### src/rtl/rpn_stack_calculator_defines.svh
// rpn_stack_calculator_defines.svh: assertion macros for the rpn stack calculator
// expects a clock named clk and an active-low reset named arst_n in the using scope
`ifndef RPN_STACK_CALCULATOR_DEFINES_SVH
`define RPN_STACK_CALCULATOR_DEFINES_SVH

// same-cycle implication, disabled in reset
`define RPN_ASSERT_IMP(lbl, ante, cons, msg) \
	lbl: assert property (@(posedge clk) disable iff (!arst_n) (ante) |-> (cons)) \
		else $error(msg);

// next-cycle implication, disabled in reset
`define RPN_ASSERT_NXT(lbl, ante, cons, msg) \
	lbl: assert property (@(posedge clk) disable iff (!arst_n) (ante) |=> (cons)) \
		else $error(msg);

`endif

### src/rtl/rpn_pkg.sv
// rpn_pkg: types, codes and the saturation helper for the rpn stack calculator
// no dependencies; used by rpn_div and rpn_stack_calculator
`timescale 1ns / 1ps

package rpn_pkg;

	// stack size default
	localparam int RPN_STACK_DEPTH = 16;

	// command codes
	localparam logic [2:0] MODE_PUSH = 3'd0;
	localparam logic [2:0] MODE_ADD  = 3'd1;
	localparam logic [2:0] MODE_SUB  = 3'd2;
	localparam logic [2:0] MODE_MUL  = 3'd3;
	localparam logic [2:0] MODE_DIV  = 3'd4;
	localparam logic [2:0] MODE_SHOW = 3'd5;

	// status codes
	localparam logic [2:0] STAT_OK     = 3'd0;
	localparam logic [2:0] STAT_FULL   = 3'd1;
	localparam logic [2:0] STAT_FEW    = 3'd2;
	localparam logic [2:0] STAT_DIVZ   = 3'd3;
	localparam logic [2:0] STAT_SAT    = 3'd4;

	// divider sizing: dividend is |a| shifted up by the 16 fraction bits
	localparam int DIV_DVD_W = 48;
	localparam int DIV_DVS_W = 32;
	localparam int DIV_STEPS = DIV_DVD_W;
	localparam int DIV_CNT_W = $clog2(DIV_STEPS + 1);
	localparam int WIDE_W    = DIV_DVD_W + 1;

	// saturation bounds of q16.16
	localparam logic signed [WIDE_W-1:0] SAT_MAX = 49'sd2147483647;
	localparam logic signed [WIDE_W-1:0] SAT_MIN = -49'sd2147483648;

	typedef struct packed {
		logic [2:0]         mode;
		logic signed [31:0] operand_value;
	} cmd_t;

	typedef struct packed {
		logic signed [31:0] top_value;
		logic [4:0]         stack_depth;
		logic [2:0]         status;
	} res_t;

	typedef struct packed {
		logic                 start;
		logic                 neg;
		logic [DIV_DVD_W-1:0] dividend;
		logic [DIV_DVS_W-1:0] divisor;
	} div_req_t;

	typedef struct packed {
		logic                     done;
		logic signed [WIDE_W-1:0] quot;
	} div_rsp_t;

	typedef struct packed {
		logic [31:0] val;
		logic        sat;
	} sat_t;

	// clamp a wide signed result into q16.16
	function automatic sat_t saturate(input logic signed [WIDE_W-1:0] v);
		sat_t r;
		r.val = v[31:0];
		r.sat = 1'b0;
		if (v > SAT_MAX) begin
			r.val = 32'h7FFF_FFFF;
			r.sat = 1'b1;
		end else if (v < SAT_MIN) begin
			r.val = 32'h8000_0000;
			r.sat = 1'b1;
		end
		return r;
	endfunction

endpackage

### src/rtl/rpn_ram.sv
// rpn_ram: generic single-write, single-read ram with registered read data
// no dependencies
`timescale 1ns / 1ps

module rpn_ram #(
	parameter int WIDTH = 32,
	parameter int DEPTH = 16
) (
	input  logic                     clk,
	input  logic                     we,
	input  logic [$clog2(DEPTH)-1:0] waddr,
	input  logic [WIDTH-1:0]         wdata,
	input  logic [$clog2(DEPTH)-1:0] raddr,
	output logic [WIDTH-1:0]         rdata
);

	logic [WIDTH-1:0] mem [DEPTH];

	// write port and registered read port
	always_ff @(posedge clk) begin
		if (we) begin
			mem[waddr] <= wdata;
		end
		rdata <= mem[raddr];
	end

endmodule

### src/rtl/rpn_div.sv
// rpn_div: restoring divider, one quotient bit per cycle, sign applied at the end
// depends on rpn_pkg
`timescale 1ns / 1ps

module rpn_div
	import rpn_pkg::*;
(
	input  logic     clk,
	input  logic     arst_n,
	input  div_req_t req,
	output div_rsp_t rsp
);

	logic                 busy_q;
	logic                 done_q;
	logic [DIV_CNT_W-1:0] step_q;
	logic                 neg_q;
	logic [DIV_DVD_W-1:0] dvd_q;
	logic [DIV_DVS_W-1:0] dvs_q;
	logic [DIV_DVS_W-1:0] rem_q;

	logic [DIV_DVS_W:0]   rem_sh;
	logic [DIV_DVS_W:0]   rem_sub;
	logic                 ge;
	logic [WIDE_W-1:0]    mag;

	// one trial subtraction
	always_comb begin
		rem_sh  = {rem_q, dvd_q[DIV_DVD_W-1]};
		ge      = rem_sh >= {1'b0, dvs_q};
		rem_sub = rem_sh - {1'b0, dvs_q};
	end

	// control
	always_ff @(posedge clk or negedge arst_n) begin
		if (!arst_n) begin
			busy_q <= 1'b0;
			done_q <= 1'b0;
			step_q <= '0;
		end else begin
			done_q <= 1'b0;
			if (req.start) begin
				busy_q <= 1'b1;
				step_q <= '0;
			end else if (busy_q) begin
				step_q <= step_q + DIV_CNT_W'(1);
				if (step_q == DIV_CNT_W'(DIV_STEPS - 1)) begin
					busy_q <= 1'b0;
					done_q <= 1'b1;
				end
			end
		end
	end

	// datapath: quotient bits shift into the dividend register
	always_ff @(posedge clk) begin
		if (req.start) begin
			neg_q <= req.neg;
			dvd_q <= req.dividend;
			dvs_q <= req.divisor;
			rem_q <= '0;
		end else if (busy_q) begin
			rem_q <= ge ? rem_sub[DIV_DVS_W-1:0] : rem_sh[DIV_DVS_W-1:0];
			dvd_q <= {dvd_q[DIV_DVD_W-2:0], ge};
		end
	end

	// signed quotient, truncated toward zero
	always_comb begin
		mag      = {1'b0, dvd_q};
		rsp.done = done_q;
		rsp.quot = neg_q ? -$signed(mag) : $signed(mag);
	end

endmodule

### src/rtl/rpn_stack_calculator.sv
// rpn_stack_calculator: top level, stack in a ram with the top entry cached in a register
// depends on rpn_pkg, rpn_ram, rpn_div and rpn_stack_calculator_defines.svh
//
// Usage: drive cmd and raise start; the item is taken at a clock edge where start is
// high and busy is low. Every item gives exactly one result: done is high for one
// cycle and result holds top value, depth and status in that cycle. The receiver
// cannot stall; results must be taken when done is high.
// Steps from accept to done:
//   push, show, ignored codes and rejected operations: done follows in the next cycle, busy stays low
//   add and subtract: ram read with compute and clamp, then write back
//   multiply: ram read into a 32x32 product register, shift and clamp, write back
//   divide: ram read, the 48-step one-bit-per-cycle restoring divider, write back
// The next item can be taken as soon as busy is low, the same cycle done shows.
// The entry below the top is read from the single ram read port, the top lives in a register.
// Reset empties the stack (depth zero) and clears busy and done; ram contents are
// not cleared, entries above the depth are never used.
`timescale 1ns / 1ps
`include "rpn_stack_calculator_defines.svh"

module rpn_stack_calculator
	import rpn_pkg::*;
#(
	parameter int STACK_DEPTH = RPN_STACK_DEPTH
) (
	input  logic clk,
	input  logic arst_n,
	input  logic start,
	output logic busy,
	input  cmd_t cmd,
	output logic done,
	output res_t result
);

	localparam int CW = $clog2(STACK_DEPTH + 1);
	localparam int AW = $clog2(STACK_DEPTH);

	typedef enum logic [4:0] {
		ST_IDLE = 5'b00001,
		ST_READ = 5'b00010,
		ST_MUL  = 5'b00100,
		ST_DIV  = 5'b01000,
		ST_WB   = 5'b10000
	} state_t;

	state_t state_q, state_d;
	logic [CW-1:0] count_q, count_d;
	logic          done_q, done_d;
	res_t          result_q, result_d;
	logic [31:0]   top_q, top_d;
	logic [2:0]    mode_q, mode_d;
	logic [31:0]   res_q, res_d;
	logic          sat_q, sat_d;
	logic signed [63:0] prod_q, prod_d;

	logic          accept;
	logic [CW-1:0] cnt_m2;
	logic [CW-1:0] cnt_p1;
	logic [CW-1:0] cnt_m1;
	logic [31:0]   top_shown;
	logic          mem_we;
	logic [AW-1:0] mem_waddr;
	logic [31:0]   mem_wdata;
	logic [31:0]   rdata;
	logic signed [WIDE_W-1:0] wide;
	sat_t          clamp;
	div_req_t      div_req;
	div_rsp_t      div_rsp;

	// depth field is the count masked to five bits
	function automatic logic [4:0] depth5(input logic [CW-1:0] c);
		logic [CW+4:0] w;
		w = {5'd0, c};
		return w[4:0];
	endfunction

	rpn_ram #(
		.WIDTH(32),
		.DEPTH(STACK_DEPTH)
	) u_ram (
		.clk  (clk),
		.we   (mem_we),
		.waddr(mem_waddr),
		.wdata(mem_wdata),
		.raddr(cnt_m2[AW-1:0]),
		.rdata(rdata)
	);

	rpn_div u_div (
		.clk   (clk),
		.arst_n(arst_n),
		.req   (div_req),
		.rsp   (div_rsp)
	);

	assign accept    = start && !busy;
	assign cnt_m2    = count_q - CW'(2);
	assign cnt_m1    = count_q - CW'(1);
	assign cnt_p1    = count_q + CW'(1);
	assign top_shown = (count_q != '0) ? top_q : '0;
	assign clamp     = saturate(wide);

	// divider operands from the entry below the top and the cached top
	always_comb begin
		logic [31:0] abs_a;
		logic [31:0] abs_b;
		abs_a            = rdata[31] ? -rdata : rdata;
		abs_b            = top_q[31] ? -top_q : top_q;
		div_req.start    = (state_q == ST_READ) && (mode_q == MODE_DIV);
		div_req.neg      = rdata[31] ^ top_q[31];
		div_req.dividend = {abs_a, 16'd0};
		div_req.divisor  = abs_b;
	end

	// wide result ahead of the clamp, picked by state and operation
	always_comb begin
		wide = '0;
		unique case (state_q)
			ST_READ: begin
				case (mode_q)
					MODE_ADD: begin
						wide = WIDE_W'($signed(rdata)) + WIDE_W'($signed(top_q));
					end
					MODE_SUB: begin
						wide = WIDE_W'($signed(rdata)) - WIDE_W'($signed(top_q));
						wide = wide[WIDE_W-1] ? -wide : wide;
					end
					default: begin
					end
				endcase
			end
			// arithmetic shift by 16 rounds toward minus infinity
			ST_MUL: begin
				wide = WIDE_W'($signed(prod_q[63:16]));
			end
			ST_DIV: begin
				wide = div_rsp.quot;
			end
			default: begin
			end
		endcase
	end

	// sequencer and next-state logic
	always_comb begin
		state_d   = state_q;
		count_d   = count_q;
		done_d    = 1'b0;
		result_d  = result_q;
		top_d     = top_q;
		mode_d    = mode_q;
		res_d     = res_q;
		sat_d     = sat_q;
		prod_d    = prod_q;
		mem_we    = 1'b0;
		mem_waddr = cnt_m2[AW-1:0];
		mem_wdata = res_q;
		unique case (state_q)
			ST_IDLE: begin
				if (accept) begin
					mode_d   = cmd.mode;
					done_d   = 1'b1;
					result_d = '{top_value: top_shown, stack_depth: depth5(count_q),
						status: STAT_OK};
					unique case (cmd.mode) inside
						MODE_PUSH: begin
							if (count_q == CW'(STACK_DEPTH)) begin
								result_d.status = STAT_FULL;
							end else begin
								mem_we               = 1'b1;
								mem_waddr            = count_q[AW-1:0];
								mem_wdata            = cmd.operand_value;
								top_d                = cmd.operand_value;
								count_d              = cnt_p1;
								result_d.top_value   = cmd.operand_value;
								result_d.stack_depth = depth5(cnt_p1);
							end
						end
						MODE_ADD, MODE_SUB, MODE_MUL, MODE_DIV: begin
							if (count_q < CW'(2)) begin
								result_d.status = STAT_FEW;
							end else if (cmd.mode == MODE_DIV && top_q == '0) begin
								result_d.status = STAT_DIVZ;
							end else begin
								done_d  = 1'b0;
								state_d = ST_READ;
							end
						end
						MODE_SHOW: begin
							count_d              = '0;
							result_d.stack_depth = '0;
							if (count_q == '0) begin
								result_d.status = STAT_FEW;
							end
						end
						default: begin
						end
					endcase
				end
			end
			ST_READ: begin
				// rdata holds the entry below the top
				case (mode_q)
					MODE_ADD: begin
						res_d   = clamp.val;
						sat_d   = clamp.sat;
						state_d = ST_WB;
					end
					MODE_SUB: begin
						res_d   = clamp.val;
						sat_d   = clamp.sat;
						state_d = ST_WB;
					end
					MODE_MUL: begin
						prod_d  = $signed(rdata) * $signed(top_q);
						state_d = ST_MUL;
					end
					default: begin
						state_d = ST_DIV;
					end
				endcase
			end
			ST_MUL: begin
				res_d   = clamp.val;
				sat_d   = clamp.sat;
				state_d = ST_WB;
			end
			ST_DIV: begin
				if (div_rsp.done) begin
					res_d   = clamp.val;
					sat_d   = clamp.sat;
					state_d = ST_WB;
				end
			end
			ST_WB: begin
				// result replaces the two operands
				mem_we   = 1'b1;
				top_d    = res_q;
				count_d  = cnt_m1;
				done_d   = 1'b1;
				result_d = '{top_value: res_q, stack_depth: depth5(cnt_m1),
					status: sat_q ? STAT_SAT : STAT_OK};
				state_d  = ST_IDLE;
			end
			default: begin
				state_d = ST_IDLE;
			end
		endcase
	end

	// control registers
	always_ff @(posedge clk or negedge arst_n) begin
		if (!arst_n) begin
			state_q <= ST_IDLE;
			count_q <= '0;
			done_q  <= 1'b0;
		end else begin
			state_q <= state_d;
			count_q <= count_d;
			done_q  <= done_d;
		end
	end

	// payload registers
	always_ff @(posedge clk) begin
		result_q <= result_d;
		top_q    <= top_d;
		mode_q   <= mode_d;
		res_q    <= res_d;
		sat_q    <= sat_d;
		prod_q   <= prod_d;
	end

	assign busy   = (state_q != ST_IDLE);
	assign done   = done_q;
	assign result = result_q;

	// checks
	`RPN_ASSERT_IMP(a_depth_bound, 1'b1, count_q <= CW'(STACK_DEPTH), "stack count above depth")
	`RPN_ASSERT_IMP(a_done_idle, done, !busy, "result strobe while busy")
	`RPN_ASSERT_IMP(a_div_in_state, div_rsp.done, state_q == ST_DIV, "divider done outside divide")
	`RPN_ASSERT_NXT(a_push_count,
		accept && cmd.mode == MODE_PUSH && count_q != CW'(STACK_DEPTH),
		count_q == $past(count_q) + CW'(1), "push did not grow the stack")

endmodule
### config.mk
export PLATFORM = sky130hd
export DESIGN_NAME = rpn_stack_calculator
export DESIGN_NICKNAME = d
export VERILOG_FILES = /design/src/rtl/rpn_pkg.sv /design/src/rtl/rpn_ram.sv /design/src/rtl/rpn_div.sv /design/src/rtl/rpn_stack_calculator.sv
export VERILOG_INCLUDE_DIRS = /design/src /design/src/rtl
export SDC_FILE = /design/constraint.sdc
export NUM_CORES = 2
export LEC_CHECK = 0
export ABC_AREA = 1
export BUFFER_PORTS_ARGS = -buffer_cell sky130_fd_sc_hd__buf_4
export CORE_UTILIZATION = 49
export DETAILED_ROUTE_END_ITERATION = 8
export RECOVER_POWER = 50
export SLEW_MARGIN = 20
export SYNTH_ARGS = -nofsm -noshare
export SYNTH_HDL_FRONTEND = slang
export SYNTH_SLANG_ARGS = --single-unit
### constraint.sdc
create_clock -name clk -period 8.46 [get_ports clk]
set_input_delay 0.423 -clock clk [delete_from_list [all_inputs] [get_ports clk]]
set_output_delay 0.423 -clock clk [all_outputs]
set_load 0.02 [all_outputs]
# Word level (Yosys, flattened, before mapping)
# Memories as Yosys holds them, arrays and structs flattened. A register that Yosys moved wholly into a read port is not among the register bits.
# Index checks and enable logic that the tools add are counted.
[totals]
ff_bits = 304
latch_bits = 0
mem_bits_rw = 512
romBits = 0
out_inout_bits = 42
mem_count = 1
[classes]
n_addsub = 11
multipliers = 1
div = 0
n_lt_le_gt_ge = 4
eq_ne = 27
shifts = 0
muxes = 71
n_bitwise = 1
n_reduce_logical = 20
[memory_table]
columns = ["memory", "words", "width", "rd", "rd_ports_with_merged_regs", "wr", "line", "text"]
rows = [
  ["u_ram.mem", 16, 32, 1, 1, 1, "rpn_ram.sv:17", "logic [WIDTH-1:0] mem [DEPTH];"],
]
[ops]
columns = ["op", "n"]
rows = [
  ["32-bit 2-to-1 mux", 13],
  ["49-bit one-hot mux with 3 select lines", 1],
  ["49-bit 2-to-1 mux", 2],
  ["49-bit one-hot mux with 2 select lines", 1],
  ["48-bit 2-to-1 mux", 2],
  ["32-bit one-hot mux with 3 select lines", 1],
  ["40-bit one-hot mux with 2 select lines", 1],
  ["33-bit 2-to-1 mux", 2],
  ["32-bit by 32-bit multiplier with 64-bit output", 1],
  ["32-bit negator", 2],
  ["32-bit one-hot mux with 2 select lines", 1],
  ["49-bit by 32-bit greater-than comparator with 1-bit output (second input constant)", 1],
  ["49-bit by 32-bit < comparator with 1-bit output (second input constant)", 1],
  ["33-bit negator with 49-bit output", 1],
  ["48-bit negator with 49-bit output", 1],
  ["40-bit 2-to-1 mux", 1],
  ["5-bit one-hot mux with 2 select lines", 4],
  ["37-bit 2-to-1 mux", 1],
  ["5-bit 2-to-1 mux", 7],
  ["32-bit by 32-bit adder with 33-bit output", 1],
  ["33-bit by 32-bit greater-or-equal comparator with 1-bit output", 1],
  ["32-bit by 32-bit subtractor with 33-bit output", 1],
  ["32-bit logical NOT", 1],
  ["32-bit subtractor", 1],
  ["other kinds (42)", 86],
]

# Logic depth before layout (Yosys ltp)
[logic_depth]
word_depth = 10
mapped_depth = 35
depth_no_buf = 33

# Hierarchy
# From an unflattened synthesis, not the netlist that was laid out.
[unflattened]
hier_cells = 10271
area_unflattened_um2 = 84409.7
[by_module_without_submodules]
columns = ["mod", "n_inst", "cells_per_inst", "area_each_um2", "seq_area_each_um2"]
rows = [
  ["rpn_stack_calculator", 1, 6850, 52750.6, 4961.0],
  ["rpn_ram", 1, 2120, 22730.6, 16015.4],
  ["rpn_div", 1, 1301, 8928.6, 3273.1],
]

# Worst setup path before layout
# No wires, ideal clock.
[synth_path]
path_kind = "register -> register"
start = "register u_ram.rdata[31], read port of u_ram.mem"
end = "register prod_q[61] (data pin)"
setup_ps = 265
t_arrival_ps = 7232
path_slack_ps = 963
path_stages_with_launch = 27
path_buffers = 2
cell_sequence = "dfxtp_1 -> clkbuf_1 -> clkbuf_1 -> nand2_1 -> inv_1 -> fa_1 -> inv_1 -> fa_1 -> inv_1 -> fa_1 -> fa_1 -> inv_1 -> fa_1 -> inv_1 -> fa_1 -> inv_1 -> fa_1 -> fa_1 -> inv_1 -> ha_1 -> a21oi_1 -> o21ai_0 -> a21oi_1 -> nor2_1 -> a211oi_1 -> o21ai_0 -> xor2_1"
[synth_via]
elab_chain_len = 1
[synth_rtl]
columns = ["item", "line", "text"]
rows = [
  ["start, declared", "rpn_ram.sv:14", "output logic [WIDTH-1:0] rdata"],
  ["32-bit by 32-bit multiplier with 64-bit output", "rpn_stack_calculator.sv:214", "prod_d = $signed(rdata) * $signed(top_q);"],
  ["end signal, assigned", "rpn_stack_calculator.sv:270", "prod_q <= prod_d;"],
  ["end, declared", "rpn_stack_calculator.sv:53", "logic signed [63:0] prod_q, prod_d;"],
]
# Every way passes these cells.
# A chain may end at the register's enable or synchronous reset.

# Final worst setup path
[layout_path]
start = "register top_q[23]"
end = "register prod_q[51] (data pin)"
[layout_via]
elab_chain_len = 1
[layout_rtl]
columns = ["item", "line", "text"]
rows = [
  ["start, declared", "rpn_stack_calculator.sv:49", "logic [31:0] top_q, top_d;"],
  ["start signal, assigned", "rpn_stack_calculator.sv:266", "top_q <= top_d;"],
  ["32-bit by 32-bit multiplier with 64-bit output", "rpn_stack_calculator.sv:214", ""],
]
# Every way passes these cells.

==> impl_metrics.tcl <==
set metrics [dict create \
    overflow 0 \
    dp_hpwl_um 219000 \
    end_kind "flip-flop" \
    avgSynthCellArea_um2 8.72 \
    syn_area_um2 80200 \
    placedCellCount 11200 \
    final_cell_mix "inv_1 (1985), nand2_1 (1914), fa_1 (1084)" \
    critPathRequiredTime_ps 8960 \
    ios 80 \
    die_h_um 407 \
    cts_inserted_buffers 90 \
    worst-setup-path-type "reg -> reg" \
    cts_root_buf "clkbuf_16" \
    yosysWarnings 0 \
    cts_tree "done" \
    clk_path_buf_depth 3 \
    ant_nets 0 \
    dr.first_iter.drc_count 5740 \
    hold_viol 0 \
    die_w_um 407 \
    synth.distinct_cells 68 \
    grt_pass1_vias 64800 \
    synth_nets 10600 \
    core_area_um2 163000 \
    nets 10600 \
    grt_pass1_wl_um 418000 \
    crit_arrival_ps 8620 \
    fin_crit_sh_pct 96.0 \
    gp_congestion 1.01 \
    critPathMaxStageDelay_ps 1070 \
    skew_ps 72.1 \
    fin_setup_tns_ps 0 \
    ys_ff_latch 832 \
    cp-start-kind "flip-flop" \
    synth-edff-count 733 \
    worstSkewPairLatency_ps 750 \
    final_common_cell "inv_1" \
    wl_um 283000 \
    rsz0062_at_grt "false" \
    maxSlewHeadroom_pct -166 \
    holdWs_ps 62.7 \
    cap_violations 14 \
    setup_viol 0 \
    dpl_cell_area_um2 84200 \
    io_buffers 79 \
    num_vias 63700 \
    cts.htree.levels 3 \
    synthToLayoutAreaGrowth_pct 8.80 \
    vias_per_cell 5.57 \
    globalRouteTotalUtil_pct 34.7 \
    clock.fmax_mhz 123 \
    worstMarginPinSlew_ps 3990 \
    layout-drive-gt1-share_pct 7.15 \
    instances_no_fill 11400 \
    crit_chain "nand2_1 -> fa_1 -> inv_1 -> fa_1 -> inv_1 -> fa_1 -> inv_1 -> fa_1 -> fa_1 -> fa_1 -> fa_1 -> fa_1 -> ha_1 -> a21oi_2 -> o21ai_0 -> a21oi_1 -> buf_4 -> o21ai_0 -> a21boi_1 -> o21ai_0 -> xor2_1" \
    status "complete, but fails checks" \
    path_clk_slew_ps 70 \
    cp_max_fo 10 \
    netlist_instances 9200 \
    drc_errors 0 \
    clock_sinks 832 \
    die-area_um2 165000 \
    fillCellCount 15300 \
    initial_utilization_pct 49.4 \
    final_design_area_no_fill_um2 87300 \
    crit_top_cell "fa_1" \
    drv_slew 580 \
    violations "capacitance limit, slew limit" \
    placementRows 148 \
    ff2ff_setup_slack_ps 340 \
    antenna_found_initial 13 \
    grt_max_degree 104 \
    hp-class "in -> reg" \
    seq_area_frac_synth_pct 30.0 \
    ys_async_sr_fraction_pct 2.28 \
    fin_crit_ps 8120 \
    wire_per_inst_um 24.7 \
    drt_pass1_iterations 7 \
    synthFlopType "edfxtp_1" \
    cpMaxStageDelayCell "edfxtp_1" \
]
[final cells by class]
class / count / area (µm²) / share of cell area, %
Tap cell: 2175 / 2720 / 3.12
Inverter: 2013 / 7560 / 8.66
Clock buffer: 111 / 2380 / 2.73
Timing Repair Buffer: 357 / 2790 / 3.19
Multi-Input combinational cell: 5884 / 46900 / 53.7
Antenna cell: 16 / 40.0 / 0.0459
Clock inverter: 59 / 758 / 0.868
Sequential cell: 832 / 24100 / 27.6
[critical path, delay by kind of cell (launching register included)]
kind	cells	cell delay (ps)
AO/OA/AOI/OAI	6	1600
buffers and inverters	4	390
flip-flops	1	1070
XOR/XNOR	1	160
adder cells (fa/ha/maj)	9	4440
AND/OR/NAND/NOR	1	200
[registers in the layout (all words and copies together), names as in the netlist, 40 cells and up]
| signal | flops |
|---|---|
| result | 40 |
| prod_q | 48 |
| u_ram.mem | 512 |
| u_div.dvd_q | 48 |
[routing by layer]
layer  vias to the layer above  share of wire [%]  global-route usage (%)  wire (µm)
li1                      28500                  -                       -          -
met1                     32000                 37                    41.8     106000
met2                      2485                 49                    59.4     139000
met3                       676                6.2                    4.48      17500
met4                        10                7.3                    21.1      20800
met5                         -              0.019                       0         55
[through the flow]
step	setup slack (ps)	util, %
after floorplan	963	-
after global placement	-156	51.8
after detailed placement	-200	51.8
after CTS	47.1	53.8
after global routing	10.6	53.7
final	339	53.7
[path summary, 6_finish.rpt]
check,cells after the start,endpoint,start
setup / recovery,21,prod_q[51],top_q[23]
hold reg to reg,2,u_div.rem_q[16],u_div.rem_q[16]
max in group asynchronous,2,count_q[0],arst_n
setup reg to reg,21,prod_q[51],top_q[23]
min in group asynchronous,2,state_q[1],arst_n
hold / removal,3,result[35],cmd[27]
[what timing repair did]
| item | in CTS | in global routing |
|---|---|---|
| hold buffers | 7 | 0 |
| resized for setup | 1 | 8 |
| endpoints found under the setup margin | 3 | 13 |
| setup buffers | 0 | 12 |
| endpoints found under the hold margin | 26 | 0 |
| gates cloned | 0 | 0 |
[kinds of logic after synthesis]
group	share of synthesized area (%)
simple gates	16.6
mux	0.0140
fa+ha+maj	31.5
compound gates	8.55
buf+inv	11.8
flops	30.0
xor+xnor	1.52
[cells in the mapped netlist (16+ instances only)]
library cell / count / area share [%]
nand2_1: 1916 / 9.0
ha_1: 287 / 4.5
xnor2_1: 52 / 0.57
nand2_2: 66 / 0.51
buf_1: 16 / 0.075
or2_2: 16 / 0.12
inv_2: 18 / 0.084
nor3_1: 70 / 0.44
o22ai_1: 81 / 0.63
dfrtp_1: 18 / 0.56
o311ai_0: 32 / 0.35
nand3_1: 305 / 1.9
xor2_1: 85 / 0.93
inv_1: 1989 / 9.3
o221ai_1: 96 / 1.0
nor4_1: 23 / 0.18
fa_1: 1084 / 27
nor2_2: 20 / 0.16
nor2_1: 692 / 3.2
a21oi_1: 277 / 1.7
clkbuf_1: 410 / 1.9
buf_2: 28 / 0.17
nand4_1: 54 / 0.42
a31oi_1: 30 / 0.23
o21ai_0: 486 / 3.0
dfxtp_1: 80 / 2.0
edfxtp_1: 733 / 27
o211ai_1: 62 / 0.58
Power is left out: the tool's default activity adds up to more than one toggle a clock period on the data nets, which glitch-free logic cannot reach.
